### config.mk
export PLATFORM = sky130hd
export DESIGN_NAME = imu_frame_receiver_top_flat
export DESIGN_NICKNAME = d
export VERILOG_FILES = /design/src/ifr_pkg.sv /design/src/ifr_if.sv /design/src/ifr_queue.sv /design/src/ifr_front.sv /design/src/ifr_back.sv /design/src/imu_frame_receiver_top.sv /design/src/flat_wrapper.sv
export SDC_FILE = /design/constraint.sdc
export NUM_CORES = 1
export LEC_CHECK = 0
export BUFFER_PORTS_ARGS = -buffer_cell sky130_fd_sc_hd__buf_4
export CAP_MARGIN = 20
export CORE_ASPECT_RATIO = 1.2
export CORE_MARGIN = 2
export CORE_UTILIZATION = 30
export DETAILED_ROUTE_END_ITERATION = 8
export PLACE_DENSITY_LB_ADDON = 0.3
export SLEW_MARGIN = 20
export SYNTH_ARGS = -nofsm -noshare
export SYNTH_HDL_FRONTEND = slang
export SYNTH_SLANG_ARGS = --single-unit
### constraint.sdc
create_clock -name clock -period 6.8 [get_ports clock]
set_input_delay 1.02 -clock clock [delete_from_list [all_inputs] [get_ports clock]]
set_output_delay 1.02 -clock clock [all_outputs]
set_load 0.02 [all_outputs]
### src/ifr_pkg.sv
`timescale 1ns / 1ps

package ifr_pkg;

   // Frame positions fit in one byte for every supported frame length.
   localparam int unsigned POS_W = 8;

   localparam int unsigned QUEUE_DEPTH = 2;
   localparam int unsigned QPTR_W = $clog2(QUEUE_DEPTH);
   localparam int unsigned QCNT_W = $clog2(QUEUE_DEPTH + 1);

   localparam logic [7:0] SYNC_BYTE  = 8'hFA;
   localparam logic [7:0] START_BYTE = 8'hFF;

   localparam logic [7:0] TIME_ID_HI = 8'h10;
   localparam logic [7:0] TIME_ID_LO = 8'h60;
   localparam logic [7:0] QUAT_ID_HI = 8'h20;
   localparam logic [7:0] QUAT_ID_LO = 8'h10;
   localparam logic [7:0] RATE_ID_HI = 8'h80;
   localparam logic [7:0] RATE_ID_LO = 8'h20;

   // Fixed offsets inside the frame.
   localparam int unsigned TIME_ID_POS = 4;
   localparam int unsigned TIME_POS    = 7;
   localparam int unsigned QUAT_ID_POS = 11;
   localparam int unsigned QUAT_W_POS  = 14;
   localparam int unsigned QUAT_X_POS  = 18;
   localparam int unsigned QUAT_Y_POS  = 22;
   localparam int unsigned QUAT_Z_POS  = 26;
   localparam int unsigned RATE_ID_POS = 30;
   localparam int unsigned RATE_X_POS  = 33;
   localparam int unsigned RATE_Y_POS  = 37;
   localparam int unsigned RATE_Z_POS  = 41;

   // Only this window of the frame is ever looked at.
   localparam int unsigned CAPT_FIRST = 4;
   localparam int unsigned CAPT_LAST  = 44;

   typedef struct packed {
      logic [7:0]       data;
      logic [POS_W-1:0] pos;
      logic             last;
   } frame_word_type;

   typedef struct packed {
      logic           valid;
      frame_word_type word;
   } word_xfer_type;

   typedef struct packed {
      logic [31:0] sample_time;
      logic        time_valid;
      logic [31:0] quat_w;
      logic [31:0] quat_x;
      logic [31:0] quat_y;
      logic [31:0] quat_z;
      logic        quat_valid;
      logic [31:0] rate_x;
      logic [31:0] rate_y;
      logic [31:0] rate_z;
      logic        rate_valid;
   } result_type;

endpackage

### src/ifr_if.sv
`timescale 1ns / 1ps

interface ifr_req_if;
   logic       valid;
   logic       ready;
   logic [7:0] rx_byte;

   modport source (output valid, output rx_byte, input ready);
   modport sink   (input valid, input rx_byte, output ready);
endinterface

interface ifr_rsp_if;
   logic        valid;
   logic        ready;
   logic [31:0] sample_time;
   logic        time_valid;
   logic [31:0] quat_w;
   logic [31:0] quat_x;
   logic [31:0] quat_y;
   logic [31:0] quat_z;
   logic        quat_valid;
   logic [31:0] rate_x;
   logic [31:0] rate_y;
   logic [31:0] rate_z;
   logic        rate_valid;

   modport source (
      output valid, input ready,
      output sample_time, time_valid, quat_w, quat_x, quat_y, quat_z, quat_valid,
      output rate_x, rate_y, rate_z, rate_valid
   );
   modport sink (
      input valid, output ready,
      input sample_time, time_valid, quat_w, quat_x, quat_y, quat_z, quat_valid,
      input rate_x, rate_y, rate_z, rate_valid
   );
endinterface

### src/ifr_queue.sv
`timescale 1ns / 1ps

module ifr_queue (
   input  logic                   clock,
   input  logic                   reset,
   input  ifr_pkg::word_xfer_type push,
   input  logic                   pop,
   output logic                   full,
   output ifr_pkg::word_xfer_type head
);
   import ifr_pkg::*;

   frame_word_type    entry_ff [QUEUE_DEPTH];
   logic [QPTR_W-1:0] wr_ptr_ff;
   logic [QPTR_W-1:0] rd_ptr_ff;
   logic [QCNT_W-1:0] count_ff;
   logic [QCNT_W-1:0] count_in;

   assign count_in = count_ff + QCNT_W'(push.valid) - QCNT_W'(pop);

   always_ff @(posedge clock) begin
      if (reset) begin
         wr_ptr_ff <= '0;
         rd_ptr_ff <= '0;
         count_ff  <= '0;
      end else begin
         if (push.valid) begin
            wr_ptr_ff <= wr_ptr_ff + QPTR_W'(1);
         end
         if (pop) begin
            rd_ptr_ff <= rd_ptr_ff + QPTR_W'(1);
         end
         count_ff <= count_in;
      end
   end

   always_ff @(posedge clock) begin
      if (push.valid) begin
         entry_ff[wr_ptr_ff] <= push.word;
      end
   end

   assign full       = (count_ff == QCNT_W'(QUEUE_DEPTH));
   assign head.valid = (count_ff != '0);
   assign head.word  = entry_ff[rd_ptr_ff];

endmodule

### src/ifr_front.sv
`timescale 1ns / 1ps

module ifr_front #(
   parameter int unsigned FRAME_LEN = 46
) (
   input  logic                   clock,
   input  logic                   reset,
   input  logic                   in_valid,
   input  logic [7:0]             rx_byte,
   input  logic                   queue_full,
   output logic                   in_ready,
   output ifr_pkg::word_xfer_type push
);
   import ifr_pkg::*;

   localparam logic [POS_W-1:0] LAST_POS = POS_W'(FRAME_LEN - 1);

   typedef enum logic [1:0] {
      ST_IDLE,
      ST_ARMED,
      ST_COLLECT
   } state_type;

   state_type        state_ff;
   logic [POS_W-1:0] pos_ff;
   logic             accept;
   logic             store;
   logic             is_last;

   assign in_ready = !queue_full;
   assign accept   = in_valid && in_ready;

   // The start byte itself is the first stored word of the frame.
   assign store   = (state_ff == ST_COLLECT) ||
                    ((state_ff == ST_ARMED) && (rx_byte == START_BYTE));
   assign is_last = (pos_ff == LAST_POS);

   assign push.valid     = accept && store;
   assign push.word.data = rx_byte;
   assign push.word.pos  = pos_ff;
   assign push.word.last = is_last;

   always_ff @(posedge clock) begin
      if (reset) begin
         state_ff <= ST_IDLE;
         pos_ff   <= POS_W'(1);
      end else if (accept) begin
         priority if (store && is_last) begin
            state_ff <= ST_IDLE;
            pos_ff   <= POS_W'(1);
         end else if (store) begin
            state_ff <= ST_COLLECT;
            pos_ff   <= pos_ff + POS_W'(1);
         end else if (rx_byte == SYNC_BYTE) begin
            state_ff <= ST_ARMED;
         end else begin
            state_ff <= state_ff;
         end
      end
   end

endmodule

### src/ifr_back.sv
`timescale 1ns / 1ps

module ifr_back (
   input  logic                   clock,
   input  logic                   reset,
   input  ifr_pkg::word_xfer_type head,
   output logic                   pop,
   input  logic                   rsp_ready,
   output logic                   rsp_valid,
   output ifr_pkg::result_type    result
);
   import ifr_pkg::*;

   logic [7:0] frame_ff [CAPT_FIRST:CAPT_LAST];
   logic [7:0] cur      [CAPT_FIRST:CAPT_LAST];
   logic       rsp_valid_ff;
   logic       rsp_valid_in;
   result_type result_ff;
   result_type result_in;
   logic       finish;
   logic       tv;
   logic       qv;
   logic       rv;

   // A closing word waits only while an untaken result sits in the output register.
   assign pop    = head.valid && (!head.word.last || !rsp_valid_ff || rsp_ready);
   assign finish = pop && head.word.last;

   // The closing word is folded in before the result is built.
   always_comb begin
      for (int i = CAPT_FIRST; i <= CAPT_LAST; i++) begin
         cur[i] = (pop && (head.word.pos == POS_W'(i))) ? head.word.data : frame_ff[i];
      end
   end

   always_ff @(posedge clock) begin
      for (int i = CAPT_FIRST; i <= CAPT_LAST; i++) begin
         if (pop && (head.word.pos == POS_W'(i))) begin
            frame_ff[i] <= head.word.data;
         end
      end
   end

   assign tv = (cur[TIME_ID_POS] == TIME_ID_HI) && (cur[TIME_ID_POS + 1] == TIME_ID_LO);
   assign qv = (cur[QUAT_ID_POS] == QUAT_ID_HI) && (cur[QUAT_ID_POS + 1] == QUAT_ID_LO);
   assign rv = (cur[RATE_ID_POS] == RATE_ID_HI) && (cur[RATE_ID_POS + 1] == RATE_ID_LO);

   always_comb begin
      result_in = '0;
      result_in.time_valid = tv;
      result_in.quat_valid = qv;
      result_in.rate_valid = rv;
      if (tv) begin
         result_in.sample_time = {cur[TIME_POS], cur[TIME_POS + 1],
                                  cur[TIME_POS + 2], cur[TIME_POS + 3]};
      end
      if (qv) begin
         result_in.quat_w = {cur[QUAT_W_POS], cur[QUAT_W_POS + 1],
                             cur[QUAT_W_POS + 2], cur[QUAT_W_POS + 3]};
         result_in.quat_x = {cur[QUAT_X_POS], cur[QUAT_X_POS + 1],
                             cur[QUAT_X_POS + 2], cur[QUAT_X_POS + 3]};
         result_in.quat_y = {cur[QUAT_Y_POS], cur[QUAT_Y_POS + 1],
                             cur[QUAT_Y_POS + 2], cur[QUAT_Y_POS + 3]};
         result_in.quat_z = {cur[QUAT_Z_POS], cur[QUAT_Z_POS + 1],
                             cur[QUAT_Z_POS + 2], cur[QUAT_Z_POS + 3]};
      end
      if (rv) begin
         result_in.rate_x = {cur[RATE_X_POS], cur[RATE_X_POS + 1],
                             cur[RATE_X_POS + 2], cur[RATE_X_POS + 3]};
         result_in.rate_y = {cur[RATE_Y_POS], cur[RATE_Y_POS + 1],
                             cur[RATE_Y_POS + 2], cur[RATE_Y_POS + 3]};
         result_in.rate_z = {cur[RATE_Z_POS], cur[RATE_Z_POS + 1],
                             cur[RATE_Z_POS + 2], cur[RATE_Z_POS + 3]};
      end
   end

   always_comb begin
      priority if (finish) begin
         rsp_valid_in = 1'b1;
      end else if (rsp_ready) begin
         rsp_valid_in = 1'b0;
      end else begin
         rsp_valid_in = rsp_valid_ff;
      end
   end

   always_ff @(posedge clock) begin
      if (reset) begin
         rsp_valid_ff <= 1'b0;
      end else begin
         rsp_valid_ff <= rsp_valid_in;
      end
   end

   always_ff @(posedge clock) begin
      if (finish) begin
         result_ff <= result_in;
      end
   end

   assign rsp_valid = rsp_valid_ff;
   assign result    = result_ff;

endmodule

### src/imu_frame_receiver_top.sv
`timescale 1ns / 1ps

// Byte-serial receiver for a fixed-length IMU data frame.
// The req channel carries one received serial byte per word. A 0xFA byte arms
// the receiver, and the next 0xFF byte (not necessarily adjacent) opens a frame
// whose bytes fill positions 1 to FRAME_LEN-1.
// When the last position is filled, one word leaves on the rsp channel: sample
// time, quaternion and rate of turn, each with a flag that says whether its
// data identifier was found. A group whose flag is low reads as zero.
// Throughput is one byte per clock cycle while the queue has room. The classifier
// takes a byte in the cycle it arrives, a two-entry queue passes stored bytes to
// the extractor, and the extractor registers the result for rsp once the closing byte leaves the queue.
// While rsp is stalled, incoming bytes keep flowing until a second closing byte
// waits at the head of the queue; req_bus.ready then drops once the queue is full.
// Reset returns the receiver to idle, empties the queue and drops rsp valid;
// a partly received frame is discarded.
module imu_frame_receiver_top #(
   parameter int unsigned FRAME_LEN = 46
) (
   input  logic      clock,
   input  logic      reset,
   ifr_req_if.sink   req_bus,
   ifr_rsp_if.source rsp_bus
);
   import ifr_pkg::*;

   word_xfer_type push;
   word_xfer_type head;
   logic          queue_full;
   logic          pop;
   logic          rsp_valid;
   result_type    result;

   ifr_front #(
      .FRAME_LEN(FRAME_LEN)
   ) u_front (
      .clock     (clock),
      .reset     (reset),
      .in_valid  (req_bus.valid),
      .rx_byte   (req_bus.rx_byte),
      .queue_full(queue_full),
      .in_ready  (req_bus.ready),
      .push      (push)
   );

   ifr_queue u_queue (
      .clock(clock),
      .reset(reset),
      .push (push),
      .pop  (pop),
      .full (queue_full),
      .head (head)
   );

   ifr_back u_back (
      .clock    (clock),
      .reset    (reset),
      .head     (head),
      .pop      (pop),
      .rsp_ready(rsp_bus.ready),
      .rsp_valid(rsp_valid),
      .result   (result)
   );

   assign rsp_bus.valid       = rsp_valid;
   assign rsp_bus.sample_time = result.sample_time;
   assign rsp_bus.time_valid  = result.time_valid;
   assign rsp_bus.quat_w      = result.quat_w;
   assign rsp_bus.quat_x      = result.quat_x;
   assign rsp_bus.quat_y      = result.quat_y;
   assign rsp_bus.quat_z      = result.quat_z;
   assign rsp_bus.quat_valid  = result.quat_valid;
   assign rsp_bus.rate_x      = result.rate_x;
   assign rsp_bus.rate_y      = result.rate_y;
   assign rsp_bus.rate_z      = result.rate_z;
   assign rsp_bus.rate_valid  = result.rate_valid;

endmodule

### src/flat_wrapper.sv
// flat-port wrapper written by rule: the top's interface ports become plain ports
module imu_frame_receiver_top_flat import ifr_pkg::*;
#(
   parameter int unsigned FRAME_LEN = 46
)
  (clock, reset, req_bus_valid, req_bus_rx_byte, req_bus_ready, rsp_bus_valid, rsp_bus_ready, rsp_bus_sample_time, rsp_bus_time_valid, rsp_bus_quat_w, rsp_bus_quat_x, rsp_bus_quat_y, rsp_bus_quat_z, rsp_bus_quat_valid, rsp_bus_rate_x, rsp_bus_rate_y, rsp_bus_rate_z, rsp_bus_rate_valid);
  ifr_req_if req_bus_i ();
  ifr_rsp_if rsp_bus_i ();
  input  logic clock;
  input  logic reset;
  input wire logic [$bits(req_bus_i.valid)-1:0] req_bus_valid;
  input wire logic [$bits(req_bus_i.rx_byte)-1:0] req_bus_rx_byte;
  output wire logic [$bits(req_bus_i.ready)-1:0] req_bus_ready;
  output wire logic [$bits(rsp_bus_i.valid)-1:0] rsp_bus_valid;
  input wire logic [$bits(rsp_bus_i.ready)-1:0] rsp_bus_ready;
  output wire logic [$bits(rsp_bus_i.sample_time)-1:0] rsp_bus_sample_time;
  output wire logic [$bits(rsp_bus_i.time_valid)-1:0] rsp_bus_time_valid;
  output wire logic [$bits(rsp_bus_i.quat_w)-1:0] rsp_bus_quat_w;
  output wire logic [$bits(rsp_bus_i.quat_x)-1:0] rsp_bus_quat_x;
  output wire logic [$bits(rsp_bus_i.quat_y)-1:0] rsp_bus_quat_y;
  output wire logic [$bits(rsp_bus_i.quat_z)-1:0] rsp_bus_quat_z;
  output wire logic [$bits(rsp_bus_i.quat_valid)-1:0] rsp_bus_quat_valid;
  output wire logic [$bits(rsp_bus_i.rate_x)-1:0] rsp_bus_rate_x;
  output wire logic [$bits(rsp_bus_i.rate_y)-1:0] rsp_bus_rate_y;
  output wire logic [$bits(rsp_bus_i.rate_z)-1:0] rsp_bus_rate_z;
  output wire logic [$bits(rsp_bus_i.rate_valid)-1:0] rsp_bus_rate_valid;
  assign req_bus_i.valid = req_bus_valid;
  assign req_bus_i.rx_byte = req_bus_rx_byte;
  assign req_bus_ready = req_bus_i.ready;
  assign rsp_bus_valid = rsp_bus_i.valid;
  assign rsp_bus_i.ready = rsp_bus_ready;
  assign rsp_bus_sample_time = rsp_bus_i.sample_time;
  assign rsp_bus_time_valid = rsp_bus_i.time_valid;
  assign rsp_bus_quat_w = rsp_bus_i.quat_w;
  assign rsp_bus_quat_x = rsp_bus_i.quat_x;
  assign rsp_bus_quat_y = rsp_bus_i.quat_y;
  assign rsp_bus_quat_z = rsp_bus_i.quat_z;
  assign rsp_bus_quat_valid = rsp_bus_i.quat_valid;
  assign rsp_bus_rate_x = rsp_bus_i.rate_x;
  assign rsp_bus_rate_y = rsp_bus_i.rate_y;
  assign rsp_bus_rate_z = rsp_bus_i.rate_z;
  assign rsp_bus_rate_valid = rsp_bus_i.rate_valid;
  imu_frame_receiver_top #(.FRAME_LEN(FRAME_LEN)) u_core (.clock(clock), .reset(reset), .req_bus(req_bus_i), .rsp_bus(rsp_bus_i));
endmodule
==> key figures, run 1 <==
Logic synthesis
  • Proportion of register bits with asynchronous set or reset after synthesis: 0%
  • Top cell types by occurrence after synthesis: dfxtp_1 (320), edfxtp_1 (293), a21oi_1 (264)
  • Adder and majority gate portion of the synthesized area: 0.222%
  • Post-Synthesis Cell Area: 22600 sq um
  • Unique masters post-synth: 62
  • Cell type contributing the most total cell area after synthesis: edfxtp_1
  • Warning count from the yosys run: 0
  • Share of synthesized area spent on multiplexers: 1.50%
  • Post-synth top area share: 39.0%
  • Commonest register cell after synthesis: dfxtp_1
  • Sequential-to-total area share from yosys stat: 67.4%
  • Main area contributors after synthesis: edfxtp_1 (39%), dfxtp_1 (28%), a211oi_2 (6.3%)
  • Post-synthesis average cell area: 12.1 sq um
  • Dominant combinational cell family by area after synthesis: compound AO/OA/AOI/OAI gates
  • Count of flip-flops with a built-in enable after synthesis: 293
  • Synth Area in XOR/XNOR: 0.388%
  • Mapped Cells: 1864
  • Compound-gate portion of the synthesized area: 16.8%
  • Flip-flop and latch count after synthesis: 613
  • Synthesized-area fraction occupied by and/or/nand/nor cells: 10.4%
  • Dominant cell by count in the synthesized netlist: dfxtp_1
  • Syn Nets: 1880

Hold path
  • Worst Hold Path Cells: 2
  • Min-delay worst type: flop to flop

Cells and area
  • Filler cells: 7169
  • Multi-input logic area: 6850 sq um
  • Layout cell share with drive strength beyond 1: 28.3%
  • Total Nets Final: 2116
  • Share of the core filled with cells: 37.6%
  • Area grow syn2layout: 24.6%
  • Flip-flop and latch area: 15200 sq um
  • Number of diodes added for antenna fixing: 0

Timing
  • Worst Tran Pin Value: 1.03 ns
  • Tcrit/Tclk final: 68.7%
  • Max-slew headroom at the worst pin: 30.3%
  • Fin Hold WS: 0.441 ns
  • Final Max Tran Viols: 0
  • Max Freq: 214 MHz
  • Final Hold Vio Count: 0
  • Summed negative setup slack over all endpoints: 0 ns
  • Worst clock skew: 0.0298 ns
  • RSZ-0062 raised after global routing: no
  • Final critical path time including I/O delays and setup: 4.67 ns
  • Final setup violation count: 0

Clocking
  • Number of buffers created by CTS: 66
  • # Post-CTS Setup Buffers: 0
  • Clock transition at the registers of the reported paths: 0.06 ns
  • TritonCTS clock tree: yes
  • Hold buffers post-CTS: 0
  • Num Clock Sinks: 613
  • Clock latency on the worst-skew pair: 0.61 ns
  • Maximum clock path buffer count: 3
  • PostCTS Resize Cnt: 0
  • H-tree levels: 3
  • Clock root buffer: clkbuf_16

Setup path
  • Worst path cell trace: mux2i_1, o221ai_1, or4b_1, nor3_1, o221ai_4, buf_4, a211oi_1
  • Kind of launch point of the worst setup path: flop
  • Worst Reg2Reg Path Length in Cells: 7
  • Top delay family on crit path: compound AO/OA/AOI/OAI gates
  • Maximum fanout count along the critical path: 45
  • Instance count on the critical path: 7
  • Library cell contributing the largest single delay on the critical path: dfxtp_2
  • Crit path arrival time: 4.98 ns
  • Setup slack of the worst register-to-register path: 2.13 ns
  • Worst setup path class: flop to flop
  • Buf/Inv on CP: 1
  • Critical path capture point type: flop
  • Required @ worst endpoint: 7.10 ns
  • CP max stage delay: 1.00 ns

Power and ir drop
  • Leakage: 9.90 nW
  • Total power divided by cell area: 410 nW/um^2
  • Worst IR drop on VDD: 0.000220 V
  • Final Total Pwr: 11.5 mW

Global routing
  • Total grt overflow: 0
  • Met3 Track Usage GR: 3.14%
  • GRT met1 Usage: 17.9%
  • Combined global-route utilization of all metal layers: 15.2%
  • Busiest metal layer after global routing: met2
  • Pin count of the biggest net entering global routing: 152
  • Number of global-route vias before repair: 14808
  • Number of antenna violations at the first check in global routing: 0
  • GR Util met2: 26.1%
  • First-pass GRT wire length: 89.1 mm

Placed design
  • Buffers added on ports: 272
  • GPL Wtd Cong: 0.759
  • Detailed placement HPWL: 36.8 mm

Floorplanning
  • Starting density of the core: 30.2%
  • Core Area: 74700 sq um
  • Core Rows: 110
  • Floorplan die area: 77400 sq um
  • Boundary Pins: 273
  • Height of the die: 304 microns
  • Die X-Extent: 254 microns

Routing
  • Detailed-route wire length per cell: 18.8 microns
  • Starting DRC count in detailed routing: 855
  • Ratio of routed vias to standard cells: 4.73
  • DRC viols: 0
  • Post-route antenna net violation count: 0
  • Number of vias after detailed routing: 14961
  • Total length of routed wires: 59.4 mm
  • Drt first pass iters: 4

Outcome
  • Status: finished, final reports clean

Run
  • Maximum capacitance violations: 0
final timing paths:
path,from,endpoint
worst max-delay path,flop,u_core.u_back.result[61]$_SDFFCE_PN0P_
worst min-delay path,u_core.u_back.frame_ff[9][7]$_DFF_P_,u_core.u_back.frame_ff[9][7]$_DFF_P_
worst max register to register,flop,u_core.u_back.result[61]$_SDFFCE_PN0P_
worst min register to register,u_core.u_back.frame_ff[9][7]$_DFF_P_,u_core.u_back.frame_ff[9][7]$_DFF_P_
cell usage in the layout, fill, tap and decap left out, types with 12 or more instances in the layout:
| cell type | Yosys | final |
|---|---|---|
| a211oi_1 | 87 | 87 |
| a211oi_2 | 114 | 114 |
| a21oi_1 | 264 | 263 |
| buf_4 | 8 | 321 |
| clkbuf_1 | 114 | 18 |
| clkbuf_16 | 0 | 69 |
| dfxtp_1 | 320 | 319 |
| edfxtp_1 | 293 | 293 |
| inv_1 | 13 | 12 |
| mux2_2 | 21 | 21 |
| nand2_1 | 102 | 102 |
| nand2b_1 | 30 | 30 |
| nor2_1 | 258 | 257 |
| nor2b_1 | 33 | 33 |
| nor3_2 | 2 | 23 |
| o21ai_0 | 33 | 33 |
through the flow:
stage / cells / cell area (sq um) / worst slack (ns)
final: 3162 / 28100 / 2.13
after detailed placement: 3039 / 25800 / 1.94
after global routing: 3162 / 28100 / 1.64
after floorplan: 1864 / 22600 / 0.911
after global placement: 3039 / 25800 / 2.13
after CTS: 3161 / 28100 / 2.03
power by group:
part           internal (mW)  switching, mW  total (mW)  leakage (nW)
Combinational          0.885           1.80        2.69          3.34
Sequential              4.75          0.302        5.05          5.43
Clock                   2.27           1.50        3.77          1.12
Total                   7.90           3.61        11.5          9.90
state kept, by name, indices dropped and copies added, names as in the netlist, named ones only:
signal / count
u_core.u_queue.wr_ptr_ff: 1
u_core.u_back.result: 259
u_core.u_queue.entry_ff: 34
u_core.u_front.state_ff: 2
u_core.u_front.pos_ff: 8
u_core.u_queue.count_ff: 2
u_core.u_back.frame_ff: 304
u_core.u_queue.rd_ptr_ff: 1
u_core.u_back.rsp_valid: 1
layer usage:
| layer | vias to the layer above | routed length, microns |
|---|---|---|
| met5 | - | 0 |
| met4 | 0 | 2450 |
| met3 | 123 | 2770 |
| met2 | 304 | 29800 |
| met1 | 7304 | 24400 |
| li1 | 7230 | - |
layout make-up:
cell class	instances	share of cell area, %
Multi-Input combinational cell	1082	24.4
Clock buffer	98	6.92
Timing Repair Buffer	323	8.70
Sequential cell	613	54.1
Inverter	14	0.200
Tap cell	1008	4.49
Clock inverter	24	1.23
kinds of logic after synthesis:
logic type / count (synthesis)
xor+xnor: 10
fa+ha+maj: 4
flops: 613
simple gates: 515
compound gates: 522
mux: 31
buf+inv: 169
worst min-delay path, cell delays in order (launching register included):
cell and delay, ns:
dfxtp_1 0.30, nand2_1 0.06, nand2_1 0.05
Note: power is estimated with default switching activity, not from simulation.
==> run 2, diff against run 1 <==
==> constraint.sdc (replaced) <==
create_clock -name clock -period 4.8 [get_ports clock]
set_input_delay 0.72 -clock clock [delete_from_list [all_inputs] [get_ports clock]]
set_output_delay 0.72 -clock clock [all_outputs]
set_load 0.02 [all_outputs]
==> run 2 against run 1 <==
Net effect: first-iteration DRC count up 12%; combinational power up 43%; register-to-register slack worse by 1.3 ns; sequential power up 42%.
==> key figures, run 2 (synthesized netlist as in run 1, its figures left out) <==
Outcome
  • Status: finished, final reports clean

Setup path
  • End of the critical path: u_core.u_back.result[24]$_SDFFCE_PN0P_
  • Worst path cell trace: buf_4, nor2b_1, a21boi_0, or4b_1, nor3_1, o221ai_4, buf_12, a211oi_1
  • Crit path arrival time: 4.32 ns (-0.66 ns)
  • Required @ worst endpoint: 5.14 ns (-1.96 ns)
  • Setup slack of the worst register-to-register path: 0.82 ns (-1.31 ns)
  • Kind of launch point of the worst setup path: flop
  • CP max stage delay: 0.80 ns (-0.20 ns)
  • Maximum fanout count along the critical path: 36 (-20%)
  • Worst setup path class: flop to flop
  • Worst Reg2Reg Path Length in Cells: 8 (+1)
  • Endpoint of the lowest-slack register-to-register path: u_core.u_back.result[24]$_SDFFCE_PN0P_
  • Critical path capture point type: flop
  • Library cell contributing the largest single delay on the critical path: o221ai_4

Timing
  • Worst Tran Pin Value: 1.08 ns (+0.0458 ns)
  • Summed negative setup slack over all endpoints: 0 ns (unchanged)
  • RSZ-0062 raised after global routing: no
  • Final setup violation count: 0 (unchanged)
  • Max-slew headroom at the worst pin: 26.6% (-3.6 points)
  • Max Freq: 251 MHz (+17%)
  • Worst clock skew: 0.0593 ns (+0.0294 ns)
  • Final Max Tran Viols: 0 (unchanged)
  • Final Hold Vio Count: 0 (unchanged)
  • Post-route worst setup slack: 0.821 ns (-1.31 ns)
  • Final critical path time including I/O delays and setup: 3.98 ns (-0.693 ns)
  • Tcrit/Tclk final: 82.9% (+14 points)

Routing
  • Detailed-route wire length per cell: 18.6 microns (-1.1%)
  • DRC viols: 0 (unchanged)
  • Number of vias after detailed routing: 14896 (-0.43%)
  • Total length of routed wires: 58.9 mm (-0.91%)
  • Drt first pass iters: 6 (+2)
  • Ratio of routed vias to standard cells: 4.70 (-0.65%)
  • Starting DRC count in detailed routing: 954 (+12%)
  • Post-route antenna net violation count: 0 (unchanged)

Clocking
  • H-tree levels: 2 (-1)
  • Maximum clock path buffer count: 3 (unchanged)
  • PostCTS Resize Cnt: 0 (unchanged)
  • Number of buffers created by CTS: 61 (-7.6%)
  • Clock transition at the registers of the reported paths: 0.06 ns (about the same)
  • Clock latency on the worst-skew pair: 0.65 ns (+0.04 ns)
  • Hold buffers post-CTS: 0 (unchanged)
  • # Post-CTS Setup Buffers: 0 (unchanged)
  • TritonCTS clock tree: yes
  • Num Clock Sinks: 613 (unchanged)
  • Clock root buffer: clkbuf_16

Hold path
  • Min-delay worst type: input pin to flop
  • Hold path start: req_bus_rx_byte[5]

Placed design
  • Post-place instance area: 26000 sq um (+0.71%)
  • Worst setup slack before clock tree synthesis: 0.787 ns (-1.16 ns)
  • Buffers added on ports: 272 (unchanged)
  • Detailed placement HPWL: 38.5 mm (+4.6%)
  • GPL Wtd Cong: 0.763 (+0.59%)
  • Post-Place Cells: 3053 (+0.46%)

Cells and area
  • Layout cell share with drive strength beyond 1: 28.9% (+0.65 points)
  • Area of all placed cells without fillers: 28300 sq um (+0.53%)
  • Number of diodes added for antenna fixing: 0 (unchanged)
  • Register with the most flip-flops: u_core.u_back.frame_ff
  • Multi-input logic area: 6880 sq um (+0.48%)
  • Most common cell after layout, fill and taps aside: buf_4
  • Flip-flop and latch area: 15200 sq um (unchanged)
  • Commonest non-fill, non-tap cells in the layout: buf_4 (331), dfxtp_1 (319), edfxtp_1 (293)
  • Largest register FFs: 304 (unchanged)
  • Filler cells: 7162 (-0.098%)
  • Area grow syn2layout: 25.2%
  • Non-filler cells, final: 3169 (+0.22%)
  • Total Nets Final: 2124 (+0.38%)

Floorplanning
  • Die X-Extent: 254 microns (unchanged)
  • Core Rows: 110 (unchanged)
  • Boundary Pins: 273 (unchanged)
  • Core Area: 74700 sq um (unchanged)
  • Height of the die: 304 microns (unchanged)
  • Floorplan die area: 77400 sq um (unchanged)
  • Starting density of the core: 30.2% (unchanged)

Power and ir drop
  • Final Total Pwr: 16.3 mW (+42%)
  • Worst IR drop on VDD: 0.000337 V (+53%)
  • Leakage: 9.98 nW (+0.82%)
  • Total power divided by cell area: 577 nW/um^2 (+41%)

Global routing
  • Total grt overflow: 0 (unchanged)
  • Pin count of the biggest net entering global routing: 69 (-55%)
  • First-pass GRT wire length: 88.6 mm (-0.53%)
  • Number of antenna violations at the first check in global routing: 0 (unchanged)
  • Combined global-route utilization of all metal layers: 14.9% (-0.26 points)
  • Number of global-route vias before repair: 14590 (-1.5%)

Run
  • Maximum capacitance violations: 0 (unchanged)
==> run 2: changes by cell type in the layout (fill, tap and decap cells not counted), sizes merged <==
cell,change
bufinv,+7
clkinv,+9
buf,+13
clkinvlp,+5
clkbuf,-25
inv,-2
==> run 2: area by class of cell <==
type                            instances  area share [%]
Sequential cell                       613            53.8
Multi-Input combinational cell       1082            24.4
Timing Repair Buffer                  336            9.15
Clock buffer                           73            5.85
Tap cell                             1008            4.46
Clock inverter                         43            2.17
Inverter                               14           0.199
==> run 2: how the worst min path moves through the flow <==
stage,end,slack [ns],cells past startpoint
6_report,u_core.u_queue.entry_ff[0][14]$_DFFE_PP_,0.32,1
5_1_grt,u_core.u_queue.entry_ff[0][14]$_DFFE_PP_,0.30,1
4_1_cts,u_core.u_queue.entry_ff[0][15]$_DFFE_PP_,0.29,1
3_5_place_dp,u_core.u_back.frame_ff[9][4]$_DFF_P_,0.43,2
3_3_place_gp,u_core.u_back.frame_ff[9][7]$_DFF_P_,0.42,2
2_1_floorplan,u_core.u_back.frame_ff[9][1]$_DFF_P_,0.41,2
==> run 2: per-stage QoR <==
| step | utilization [%] | hold WS, ns |
|---|---|---|
| global route | 37.8 | 0.297 |
| global placement | 34.7 | 0.418 |
| detailed placement | 34.8 | 0.430 |
| finish | 37.8 | 0.324 |
| floorplan | - | 0.410 |
| CTS | 37.8 | 0.290 |
==> run 2: critical path: cells and delay by family, from the launching register on <==
family / cells / cell delay, ns
simple gates: 3 / 0.78
flops: 1 / 0.77
buf+inv: 2 / 0.69
compound gates: 3 / 1.41
==> run 2: layer usage <==
layer | vias to the layer above | GRT usage, % | part of all wire [%]
met3 | 98 | 3.39 | 5.3
li1 | 7270 | - | -
met2 | 296 | 26.9 | 52
met1 | 7232 | 17.5 | 40
met4 | 0 | 4.51 | 2.6
met5 | - | 0 | 0
==> run 2: report_power, final <==
part	leakage [nW]	switching [mW]	internal [mW]	total (mW)
combinational	3.45	2.56	1.29	3.85
clock	1.10	2.07	3.22	5.28
sequential	5.43	0.445	6.72	7.17
==> run 3, diff against run 2 <==
--- a/config.mk
+++ b/config.mk
@@ -5,6 +5,7 @@
 export SDC_FILE = /design/constraint.sdc
 export NUM_CORES = 1
 export LEC_CHECK = 0
+export ABC_AREA = 1
 export BUFFER_PORTS_ARGS = -buffer_cell sky130_fd_sc_hd__buf_4
 export CAP_MARGIN = 20
 export CORE_ASPECT_RATIO = 1.2
==> constraint.sdc (replaced) <==
create_clock -name clock -period 3.4 [get_ports clock]
set_input_delay 0.51 -clock clock [delete_from_list [all_inputs] [get_ports clock]]
set_output_delay 0.51 -clock clock [all_outputs]
set_load 0.02 [all_outputs]
==> run 3 against run 2 <==
Net effect: clock skew is 0.034 ns lower; synthesized cell count is 25% higher; sequential power is 32% higher; register-to-register slack worse by 0.55 ns; cell count is 17% higher; sequential share of layout area is 0.32 points higher; area after synthesis is 0.26% lower; wire length is 0.13% higher; total power is 35% higher; count of clock-buffer cells in the layout is 16 higher; critical path type unchanged; largest power group unchanged; highest routed layer unchanged.
==> key figures, run 3 <==
Outcome
  • Status: finished, final reports clean

Cells and area
  • Share of the core filled with cells: 37.7% (-0.15 points)
  • Total Nets Final: 2652 (+25%)
  • Layout cell share with drive strength beyond 1: 17.5% (-11 points)
  • Most common cell after layout, fill and taps aside: nand2_1
  • Flip-flop and latch area: 15200 sq um (about the same)
  • Register with the most flip-flops: u_core.u_back.frame_ff
  • Largest register FFs: 304 (unchanged)
  • Number of diodes added for antenna fixing: 0 (unchanged)
  • Area grow syn2layout: 24.8%
  • Commonest non-fill, non-tap cells in the layout: nand2_1 (462), inv_1 (452), nor2_1 (319)
  • Multi-input logic area: 5110 sq um (-26%)
  • Non-filler cells, final: 3697 (+17%)
  • Filler cells: 7584 (+5.9%)

Clocking
  • Maximum clock path buffer count: 3 (unchanged)
  • PostCTS Resize Cnt: 0 (unchanged)
  • Num Clock Sinks: 613 (unchanged)
  • H-tree levels: 3 (+1)
  • TritonCTS clock tree: yes
  • Number of buffers created by CTS: 66 (+8.2%)
  • Clock root buffer: clkbuf_16
  • Hold buffers post-CTS: 0 (unchanged)
  • # Post-CTS Setup Buffers: 0 (unchanged)
  • Clock latency on the worst-skew pair: 0.60 ns (-0.05 ns)
  • Clock transition at the registers of the reported paths: 0.06 ns (about the same)

Setup path
  • Top delay family on crit path: simple AND/OR/NAND/NOR gates
  • Library cell contributing the largest single delay on the critical path: dfxtp_4
  • Critical path capture point type: flop
  • Setup slack of the worst register-to-register path: 0.27 ns (-0.55 ns)
  • Required @ worst endpoint: 3.83 ns (-1.31 ns)
  • Maximum fanout count along the critical path: 48 (+33%)
  • Most frequent CP cell: nand2_1
  • Kind of launch point of the worst setup path: flop
  • Instance count on the critical path: 14 (+6)
  • CP max stage delay: 0.43 ns (-0.37 ns)
  • Worst setup path class: flop to flop
  • Buf/Inv on CP: 2 (unchanged)
  • Worst path cell trace: inv_2, nand2_1, nand2_1, nand2_1, nor2_1, nand3_2, nand2_1, nand2_1, nor2_1, nand2_1, nor2_1, nand2_4, buf_12, nor2_1
  • Crit path arrival time: 3.57 ns (-0.75 ns)
  • Endpoint of the lowest-slack register-to-register path: u_core.u_back.result[135]$_SDFFCE_PN0P_
  • Worst Reg2Reg Path Length in Cells: 14 (+6)

Logic synthesis
  • Dominant cell by count in the synthesized netlist: nand2_1
  • Syn Nets: 2353 (+25%)
  • Sequential-to-total area share from yosys stat: 67.6% (+0.18 points)
  • Top cell types by occurrence after synthesis: nand2_1 (466), inv_1 (453), dfxtp_1 (320), nor2_1 (320), edfxtp_1 (293)
  • Post-Synthesis Cell Area: 22500 sq um (-0.26%)
  • Post-synthesis average cell area: 9.63 sq um (-20%)
  • Cell type contributing the most total cell area after synthesis: edfxtp_1
  • Mapped Cells: 2337 (+25%)
  • Post-synth top area share: 39.1% (+0.10 points)
  • Flip-flop and latch count after synthesis: 613 (unchanged)
  • Proportion of register bits with asynchronous set or reset after synthesis: 0% (unchanged)
  • Unique masters post-synth: 35 (-44%)
  • Commonest register cell after synthesis: dfxtp_1
  • Count of flip-flops with a built-in enable after synthesis: 293 (unchanged)
  • Warning count from the yosys run: 0 (unchanged)
  • Main area contributors after synthesis: edfxtp_1 (39%), dfxtp_1 (28%), nand2_1 (7.8%)

Placed design
  • Worst setup slack before clock tree synthesis: 0.109 ns (-0.678 ns)
  • Post-Place Cells: 3576 (+17%)
  • GPL Wtd Cong: 0.796 (+4.3%)
  • Buffers added on ports: 272 (unchanged)
  • Detailed placement HPWL: 39.2 mm (+1.8%)

Run
  • Maximum capacitance violations: 0 (unchanged)

Floorplanning
  • Core Area: 74600 sq um (-0.18%)
  • Starting density of the core: 30.2% (about the same)
  • Height of the die: 304 microns (-0.13%)
  • Boundary Pins: 273 (unchanged)
  • Floorplan die area: 77200 sq um (-0.26%)
  • Core Rows: 110 (unchanged)
  • Die X-Extent: 254 microns (-0.13%)

Global routing
  • Number of global-route vias before repair: 14455 (-0.93%)
  • GR Util met2: 25.3% (-1.7 points)
  • GRT met1 Usage: 20.1% (+2.7 points)
  • Busiest metal layer after global routing: met2
  • Pin count of the biggest net entering global routing: 71 (+2.9%)
  • Total grt overflow: 0 (unchanged)
  • Combined global-route utilization of all metal layers: 15.2% (+0.23 points)
  • Number of antenna violations at the first check in global routing: 0 (unchanged)
  • Met3 Track Usage GR: 2.34% (-1.1 points)
  • First-pass GRT wire length: 88.8 mm (+0.21%)

Routing
  • Post-route antenna net violation count: 0 (unchanged)
  • Starting DRC count in detailed routing: 1064 (+12%)
  • Detailed-route wire length per cell: 15.9 microns (-14%)
  • Number of vias after detailed routing: 15288 (+2.6%)
  • Drt first pass iters: 7 (+1)
  • Total length of routed wires: 58.9 mm (+0.13%)
  • Ratio of routed vias to standard cells: 4.14 (-12%)
  • DRC viols: 0 (unchanged)

Timing
  • Worst Tran Pin Value: 0.849 ns (-0.228 ns)
  • Final Hold Vio Count: 0 (unchanged)
  • Max Freq: 319 MHz (+27%)
  • Final Max Tran Viols: 0 (unchanged)
  • Worst clock skew: 0.0251 ns (-0.0341 ns)
  • Tcrit/Tclk final: 92.1% (+9.2 points)
  • Fin Hold WS: 0.119 ns (-0.206 ns)
  • Max-slew headroom at the worst pin: 43.4% (+17 points)
  • Post-route worst setup slack: 0.268 ns (-0.552 ns)
  • Final critical path time including I/O delays and setup: 3.13 ns (-0.848 ns)
  • RSZ-0062 raised after global routing: no
  • Final setup violation count: 0 (unchanged)

Hold path
  • End point of the most critical hold path: u_core.u_queue.entry_ff[0][14]$_DFFE_PP_
  • Worst Hold Path Cells: 1 (unchanged)
  • Min-delay worst type: input pin to flop
  • Hold path start: req_bus_rx_byte[5]

Power and ir drop
  • Total power divided by cell area: 784 nW/um^2 (+36%)
  • Worst IR drop on VDD: 0.000998 V (+200%)
  • Leakage: 11.2 nW (+12%)
## run 3: worst max-delay path by stage
| stage | endpoint | startpoint |
|---|---|---|
| 2_1_floorplan | u_core.u_back.result[0]$_DFFE_PP_ | flop |
| 3_3_place_gp | u_core.u_back.result[135]$_SDFFCE_PN0P_ | flop |
| 3_5_place_dp | u_core.u_back.result[117]$_SDFFCE_PN0P_ | flop |
| 4_1_cts | u_core.u_back.result[117]$_SDFFCE_PN0P_ | flop |
| 5_1_grt | u_core.u_back.result[133]$_SDFFCE_PN0P_ | flop |
| 6_report | u_core.u_back.result[135]$_SDFFCE_PN0P_ | flop |
## run 3: layout make-up
cell class / count / area share (%)
inverter: 456 / 6.11
clock buffer: 89 / 6.52
multi-input combinational: 1171 / 18.2
clock inverter: 32 / 1.34
timing repair buffer: 328 / 9.21
tap: 1008 / 4.49
sequential: 613 / 54.1
## run 3: cells by family after synthesis
group,Yosys count,synth area share (%)
DFF,613,67.6
AOI/OAI and AO/OA,279,6.40
buffers and inverters,553,9.89
and+or+nand+nor,883,15.7
xor gates and xnor gates,5,0.195
adders and majority gates,4,0.222
## run 3: report_power, final
group | leakage, nW | switching (mW) | internal [mW] | total [mW]
combinational | 5.14 | 3.88 | 1.37 | 5.25
sequential | 4.95 | 0.177 | 9.31 | 9.49
clock | 1.08 | 3.00 | 4.29 | 7.29
## run 3: worst register-to-register path, cell delays in order, from the launching register on
cell	delay, ns
dfxtp_4	0.43
inv_2	0.30
nand2_1	0.09
nand2_1	0.11
nand2_1	0.16
nor2_1	0.41
nand3_2	0.28
nand2_1	0.12
nand2_1	0.07
nor2_1	0.12
nand2_1	0.07
nor2_1	0.18
nand2_4	0.20
buf_12	0.25
nor2_1	0.21
## run 3: metal layers
layer,wire [microns],up-vias
met5,0,-
met4,1350,0
met3,2330,84
met2,28400,306
met1,26900,7058
li1,-,7840
## run 3: metrics by stage
step	total power, mW	area [sq um]	TNS (ns)
6_report	22.0	28100	0
5_1_grt	23.3	28100	0
4_1_cts	22.4	28100	0
3_5_place_dp	15.0	25900	0
3_3_place_gp	14.9	25900	0
2_1_floorplan	12.6	22500	-446.79
